[config.mk]
export PLATFORM = sky130hd
export DESIGN_NAME = efcb_cordic
export DESIGN_NICKNAME = d
export VERILOG_FILES = /design/src/rtl/core/efcb_pkg.sv /design/src/rtl/core/efcb_cordic.sv
export SDC_FILE = /design/constraint.sdc
export NUM_CORES = 1
export LEC_CHECK = 0
export BUFFER_PORTS_ARGS = -buffer_cell sky130_fd_sc_hd__buf_4
export CELL_PAD_IN_SITES_DETAIL_PLACEMENT = 0
export CELL_PAD_IN_SITES_GLOBAL_PLACEMENT = 1
export CORE_UTILIZATION = 35
export CTS_BUF_LIST = sky130_fd_sc_hd__clkbuf_8
export DETAILED_ROUTE_END_ITERATION = 7
export PLACE_DENSITY_LB_ADDON = 0.1
export SLEW_MARGIN = 25
export SYNTH_ARGS = -nofsm -noshare
export SYNTH_HDL_FRONTEND = slang
export SYNTH_SLANG_ARGS = --single-unit
[constraint.sdc]
create_clock -name clk -period 9.9 [get_ports clk]
set_input_delay 0.495 -clock clk [delete_from_list [all_inputs] [get_ports clk]]
set_output_delay 0.495 -clock clk [all_outputs]
set_load 0.1 [all_outputs]
[src/rtl/core/efcb_pkg.sv]
// Shared types, constants and a lookup function for the fly camera basis unit.
`timescale 1ns / 1ps
package efcb_pkg;

	// Iteration limits of the rotation CORDIC.
	localparam int TRIG_ITERATIONS_DEF = 16;
	localparam int ATAN_DEPTH = 24;

	// Width of Q2.30 working vectors and of the shared multiplier operands.
	localparam int VW = 34;
	localparam int MW = 35;

	// Item selector codes.
	localparam logic [2:0] FUNC_ORIENT   = 3'd0;
	localparam logic [2:0] FUNC_FORWARD  = 3'd1;
	localparam logic [2:0] FUNC_BACKWARD = 3'd2;
	localparam logic [2:0] FUNC_LEFT     = 3'd3;
	localparam logic [2:0] FUNC_RIGHT    = 3'd4;
	localparam logic [2:0] FUNC_INIT     = 3'd5;

	// Angle and arithmetic constants.
	localparam logic signed [16:0] DEG_FULL    = 17'sd23040;
	localparam logic signed [16:0] DEG_QUARTER = 17'sd5760;
	localparam logic [34:0] RAD_SCALE = 35'd19190098068;
	localparam logic signed [VW-1:0] CORDIC_GAIN = 34'sd652032874;
	localparam logic signed [VW-1:0] ONE_Q30 = 34'sd1073741824;
	localparam logic signed [15:0] ONE_Q14 = 16'sd16384;
	localparam logic [15:0] SPEED_DEFAULT = 16'd1600;
	localparam logic signed [15:0] INIT_YAW = -16'sd5760;

	typedef enum logic [4:0] {
		T_IDLE, T_YAW, T_YAW_W, T_PITCH_W, T_FX, T_FZ, T_FTAKE, T_NFS, T_NF,
		T_SSTART, T_NS, T_CROSS, T_USTART, T_NU, T_MDIST, T_MSTEP, T_FIN
	} top_state_t;

	typedef enum logic [1:0] {C_IDLE, C_LOAD, C_ITER, C_OUT} cordic_state_t;

	typedef enum logic [2:0] {N_IDLE, N_SQ, N_SQRT, N_DIVI, N_DIVS, N_DONE} norm_state_t;

	typedef logic [2:0][15:0] axis_t;
	typedef logic [2:0][VW-1:0] wvec_t;

	// Arctangent of 2^-i in Q2.30 radians.
	function automatic logic signed [32:0] atan_q30(input logic [4:0] idx);
		logic signed [32:0] v;
		unique case (idx)
			5'd0: v = 33'sd843314856;
			5'd1: v = 33'sd497837829;
			5'd2: v = 33'sd263043836;
			5'd3: v = 33'sd133525158;
			5'd4: v = 33'sd67021686;
			5'd5: v = 33'sd33543515;
			5'd6: v = 33'sd16775850;
			5'd7: v = 33'sd8388437;
			5'd8: v = 33'sd4194282;
			5'd9: v = 33'sd2097149;
			5'd10: v = 33'sd1048575;
			5'd11: v = 33'sd524287;
			5'd12: v = 33'sd262143;
			5'd13: v = 33'sd131071;
			5'd14: v = 33'sd65535;
			5'd15: v = 33'sd32767;
			5'd16: v = 33'sd16383;
			5'd17: v = 33'sd8191;
			5'd18: v = 33'sd4095;
			5'd19: v = 33'sd2047;
			5'd20: v = 33'sd1023;
			5'd21: v = 33'sd511;
			5'd22: v = 33'sd255;
			5'd23: v = 33'sd127;
			default: v = 33'sd0;
		endcase
		return v;
	endfunction

endpackage

[src/rtl/core/efcb_cordic.sv]
// Iterative rotation CORDIC producing cosine and sine of a Q10.6 degree angle.
`timescale 1ns / 1ps
module efcb_cordic #(
	parameter int TRIG_ITERATIONS = efcb_pkg::TRIG_ITERATIONS_DEF
) (
	input  logic                             clk,
	input  logic                             arst_n,
	input  logic                             start,
	input  logic signed [15:0]               angle,
	output logic                             done,
	output logic signed [efcb_pkg::VW-1:0]   cos_val,
	output logic signed [efcb_pkg::VW-1:0]   sin_val
);
	import efcb_pkg::*;

	localparam int NIT = (TRIG_ITERATIONS < ATAN_DEPTH) ? TRIG_ITERATIONS : ATAN_DEPTH;
	localparam int IW = $clog2(NIT);

	cordic_state_t state_q, state_nx;
	logic [1:0] quad_q;
	logic [12:0] rem_q;
	logic signed [VW-1:0] x_q, y_q;
	logic signed [32:0] z_q;
	logic [IW-1:0] it_q;

	logic signed [16:0] a0, a1, a2, a3;
	logic [1:0] quad_c;
	logic signed [16:0] rem_c;
	logic [47:0] zprod;
	logic signed [VW-1:0] dx, dy;
	logic signed [32:0] atn;

	// Fold the angle into one turn, then split it into quadrant and remainder.
	always_comb begin
		a0 = {angle[15], angle};
		a1 = (a0 < 0) ? a0 + DEG_FULL : a0;
		a2 = (a1 < 0) ? a1 + DEG_FULL : a1;
		a3 = (a2 >= DEG_FULL) ? a2 - DEG_FULL : a2;
		priority if (a3 < DEG_QUARTER) begin
			quad_c = 2'd0;
			rem_c = a3;
		end else if (a3 < 2 * DEG_QUARTER) begin
			quad_c = 2'd1;
			rem_c = 17'(a3 - DEG_QUARTER);
		end else if (a3 < 3 * DEG_QUARTER) begin
			quad_c = 2'd2;
			rem_c = 17'(a3 - 2 * DEG_QUARTER);
		end else begin
			quad_c = 2'd3;
			rem_c = 17'(a3 - 3 * DEG_QUARTER);
		end
	end

	// Remainder to Q2.30 radians, and one micro-rotation per cycle.
	always_comb begin
		zprod = 48'(rem_q) * 48'(RAD_SCALE);
		dx = y_q >>> it_q;
		dy = x_q >>> it_q;
		atn = atan_q30(5'(it_q));
	end

	// Sequencer next state; a new start is taken right in the done cycle.
	always_comb begin
		state_nx = state_q;
		done = 1'b0;
		unique case (state_q)
			C_IDLE: if (start) state_nx = C_LOAD;
			C_LOAD: state_nx = (rem_q == 13'd0) ? C_OUT : C_ITER;
			C_ITER: if (it_q == IW'(NIT - 1)) state_nx = C_OUT;
			C_OUT: begin
				done = 1'b1;
				state_nx = start ? C_LOAD : C_IDLE;
			end
			default: state_nx = C_IDLE;
		endcase
	end

	always_ff @(posedge clk or negedge arst_n) begin
		if (!arst_n) begin
			state_q <= C_IDLE;
		end else begin
			state_q <= state_nx;
		end
	end

	// Working registers of the rotation.
	always_ff @(posedge clk) begin
		unique case (state_q)
			C_IDLE, C_OUT: begin
				quad_q <= quad_c;
				rem_q <= rem_c[12:0];
			end
			C_LOAD: begin
				z_q <= {1'b0, zprod[47:16]};
				x_q <= (rem_q == 13'd0) ? ONE_Q30 : CORDIC_GAIN;
				y_q <= '0;
				it_q <= '0;
			end
			C_ITER: begin
				if (!z_q[32]) begin
					x_q <= x_q - dx;
					y_q <= y_q + dy;
					z_q <= z_q - atn;
				end else begin
					x_q <= x_q + dx;
					y_q <= y_q - dy;
					z_q <= z_q + atn;
				end
				it_q <= it_q + 1'b1;
			end
			default: ;
		endcase
	end

	// Quadrant restore.
	always_comb begin
		unique case (quad_q)
			2'd0: begin
				cos_val = x_q;
				sin_val = y_q;
			end
			2'd1: begin
				cos_val = -y_q;
				sin_val = x_q;
			end
			2'd2: begin
				cos_val = -x_q;
				sin_val = -y_q;
			end
			default: begin
				cos_val = y_q;
				sin_val = -x_q;
			end
		endcase
	end

endmodule

==> impl_metrics.tcl <==
set metrics [dict create \
    status "finished clean" \
    drcViolationCount 0 \
    dieArea_mm2 0.07193 \
    synth_top_area_share_pct 14.53 \
    slew_viol_final 0 \
    fp.dieH_um 268.2 \
    wl_per_cell_um 21.87 \
    core-area_mm2 0.07003 \
    crit_chain "buf_4 > mux4_2 > mux4_2 > nor4_1 > nand3_1 > nor3_1 > and2_1 > a21oi_1 > xnor2_1 > ha_1 > a21o_1 > a21o_1 > a21o_1 > a2111oi_0 > nor3_1 > nor2_1 > a311oi_1 > a221oi_1 > a21oi_1 > xnor2_1 > and2_1" \
    multi_input_area_mm2 0.01914 \
    end_kind "flop" \
    routabilityCongestion 0.8846 \
    synthFlopType "edfxtp_1" \
    r2r_slack_ps 3160 \
    seq_area_mm2 0.004234 \
    cts_root_buf "clkbuf_8" \
    antenna_found_initial 2 \
    syn_to_final_growth_pct 7.759 \
    seq_area_frac_synth_pct 17.07 \
    clk_path_buf_depth 2 \
    ys_types 93 \
    cp_max_fo 46 \
    netlist_instances 2816 \
    drt_iter0_drc 1518 \
    synthTopCellsByCount "ha_1 (263), nor2_1 (240), inv_1 (231), a21oi_1 (219), nand2_1 (194)" \
    start_util_pct 35.42 \
    grt_pass1_wl_um 126200 \
    setup_viol 0 \
    crit_top_cell "a21o_1" \
    skew_ps 32.28 \
    synth-seq-cells 151 \
    first_global_vias 20790 \
    finalNetCount 3213 \
    hold_end "rem_q[0]" \
    cpPeakStageDelay_ps 650 \
    post-route-period-util_pct 68.08 \
    worst_pin_slew_ps 994.5 \
    grt_remaining_overflow 0 \
    ant_nets 0 \
    yosysWarnings 0 \
    hold_class "primary input to flop" \
    drive_gt1_share_pct 10.65 \
    clock_latency_ps 590 \
    grt_usage_pct 23.30 \
    die_w_um 268.2 \
    htreeDepth 4 \
    crit_slowest_cell "mux4_2" \
    slew_headroom_pct 33.25 \
    min_from "angle[0]" \
    syn_avg_cell_area_um2 8.808 \
    dr.pass1.iters 5 \
    cts_buffers 17 \
    cp.arrival_ps 7070 \
    synth_top_cell_by_area "edfxtp_1" \
    syn_nets 3224 \
    synthTopCellsByArea "edfxtp_1 (15%), ha_1 (13%), fa_1 (10%), mux4_2 (7.5%), xnor2_1 (6.0%)" \
    num_rows 97 \
    path_class "flop to flop" \
    cp.required_ps 10230 \
    yosysMostFrequentCell "ha_1" \
    cts_sinks 151 \
    finalSetupTns_ps 0 \
    synth_area_mm2 0.02480 \
    path_clk_slew_ps 130 \
    cap_violations 0 \
    pin_count 88 \
    max_freq_mhz 148.4 \
    synth_edf_count 120 \
    crit_path_start_kind "flop" \
    finalHoldViolCount 0 \
    postCtsSetupRepairBufs 0 \
    r2r_start "it_q[0]" \
    io_buffers 87 \
    vias 20650 \
    wl_um 82220 \
    timing.rr.end "x_q[33]" \
    async_flop_share_pct 1.325 \
    cts_tree "built" \
    finalCriticalPeriod_ps 6740 \
    hpwlAfterDp_um 65430 \
    num-fill-cells 7193 \
    hold_depth 1 \
    rr_worst_depth 21 \
    rsz0062_at_grt "false" \
    vias_per_cell 5.494 \
    cts_resized 0 \
    grt_start_max_net_pins 99 \
]
cells by family (layout without fill, tap and decap cells):
family / count (synthesis) / count (layout) / share of synthesized area [%]
AOI/OAI and AO/OA: 684 / 684 / 17.45
xor gates and xnor gates: 307 / 307 / 10.84
adders and majority gates: 389 / 389 / 23.44
buffers and inverters: 377 / 379 / 5.897
DFF: 151 / 151 / 17.07
muxes: 160 / 160 / 10.85
other: 0 / 1 / 0
and+or+nand+nor: 748 / 748 / 14.46
worst max-delay path, delay by kind of cell (launching register included):
family,cells,cell delay (ps)
AO/OA/AOI/OAI,8,2030
XOR/XNOR,2,310
multiplexers,2,1150
buffers and inverters,1,640
AND/OR/NAND/NOR,7,1610
adder cells (fa/ha/maj),1,370
flip-flops,1,340
layout by cell type (no fill, tap or decap), types with 113 or more instances in the layout:
cell / Yosys / layout
a21oi_1: 219 / 219
fa_1: 126 / 126
xor2_1: 138 / 138
buf_4: 1 / 113
xnor2_1: 169 / 168
ha_1: 263 / 261
nand2_1: 194 / 194
o21ai_0: 154 / 154
nor2_1: 240 / 240
edfxtp_1: 120 / 120
inv_1: 231 / 230
per-layer routing:
layer	vias up	wire [µm]	global-route usage, %
met5	-	0	0
met1	10160	34660	27.77
met4	0	2192	6.903
met2	392	42860	43.46
met3	99	2505	2.621
li1	9998	-	-
state kept, by name (all words and copies together) (netlist names):
signal   flops
atn         29
it_q         4
quad_q       2
rem_q       13
state_q      2
x_q         34
y_q         34
z_q         33
worst max-delay path by stage:
stage	from	end	slack (ps)	cells past startpoint
finish	it_q[0]	x_q[33]	3160	21
global route	it_q[0]	x_q[31]	2680	21
CTS	it_q[0]	x_q[33]	3080	22
detailed placement	it_q[0]	x_q[33]	3150	22
global placement	it_q[0]	y_q[32]	3250	21
floorplan	y_q[2]	sin_val[33]	3990	12
through the flow:
step	setup slack (ps)	hold slack, ps	utilization [%]	area (µm²)	std cells
2_1_floorplan	3987	199.4	-	24800	2816
3_3_place_gp	3251	278.6	37.50	26260	3724
3_5_place_dp	3151	279.7	37.50	26260	3724
4_1_cts	3081	71.45	38.11	26690	3757
5_1_grt	2675	84.26	38.17	26730	3759
6_report	3160	127.8	38.17	26730	3759
repair_timing:
action / 4_1_cts / 5_1_grt
hold endpoints to repair: 2 / 0
hold buffers: 1 / 0
setup endpoints to repair: 0 / 0
area by class of cell:
type | count | share of cell area (%)
multi-input combinational | 2288 | 71.61
sequential | 151 | 15.84
tap | 940 | 4.401
timing repair buffer | 115 | 3.314
inverter | 232 | 3.258
clock buffer | 18 | 0.9269
clock inverter | 14 | 0.6414
antenna | 1 | 0.009363
Power is left out: the tool's default activity adds up to more than one toggle a clock period on the data nets, which glitch-free logic cannot reach.
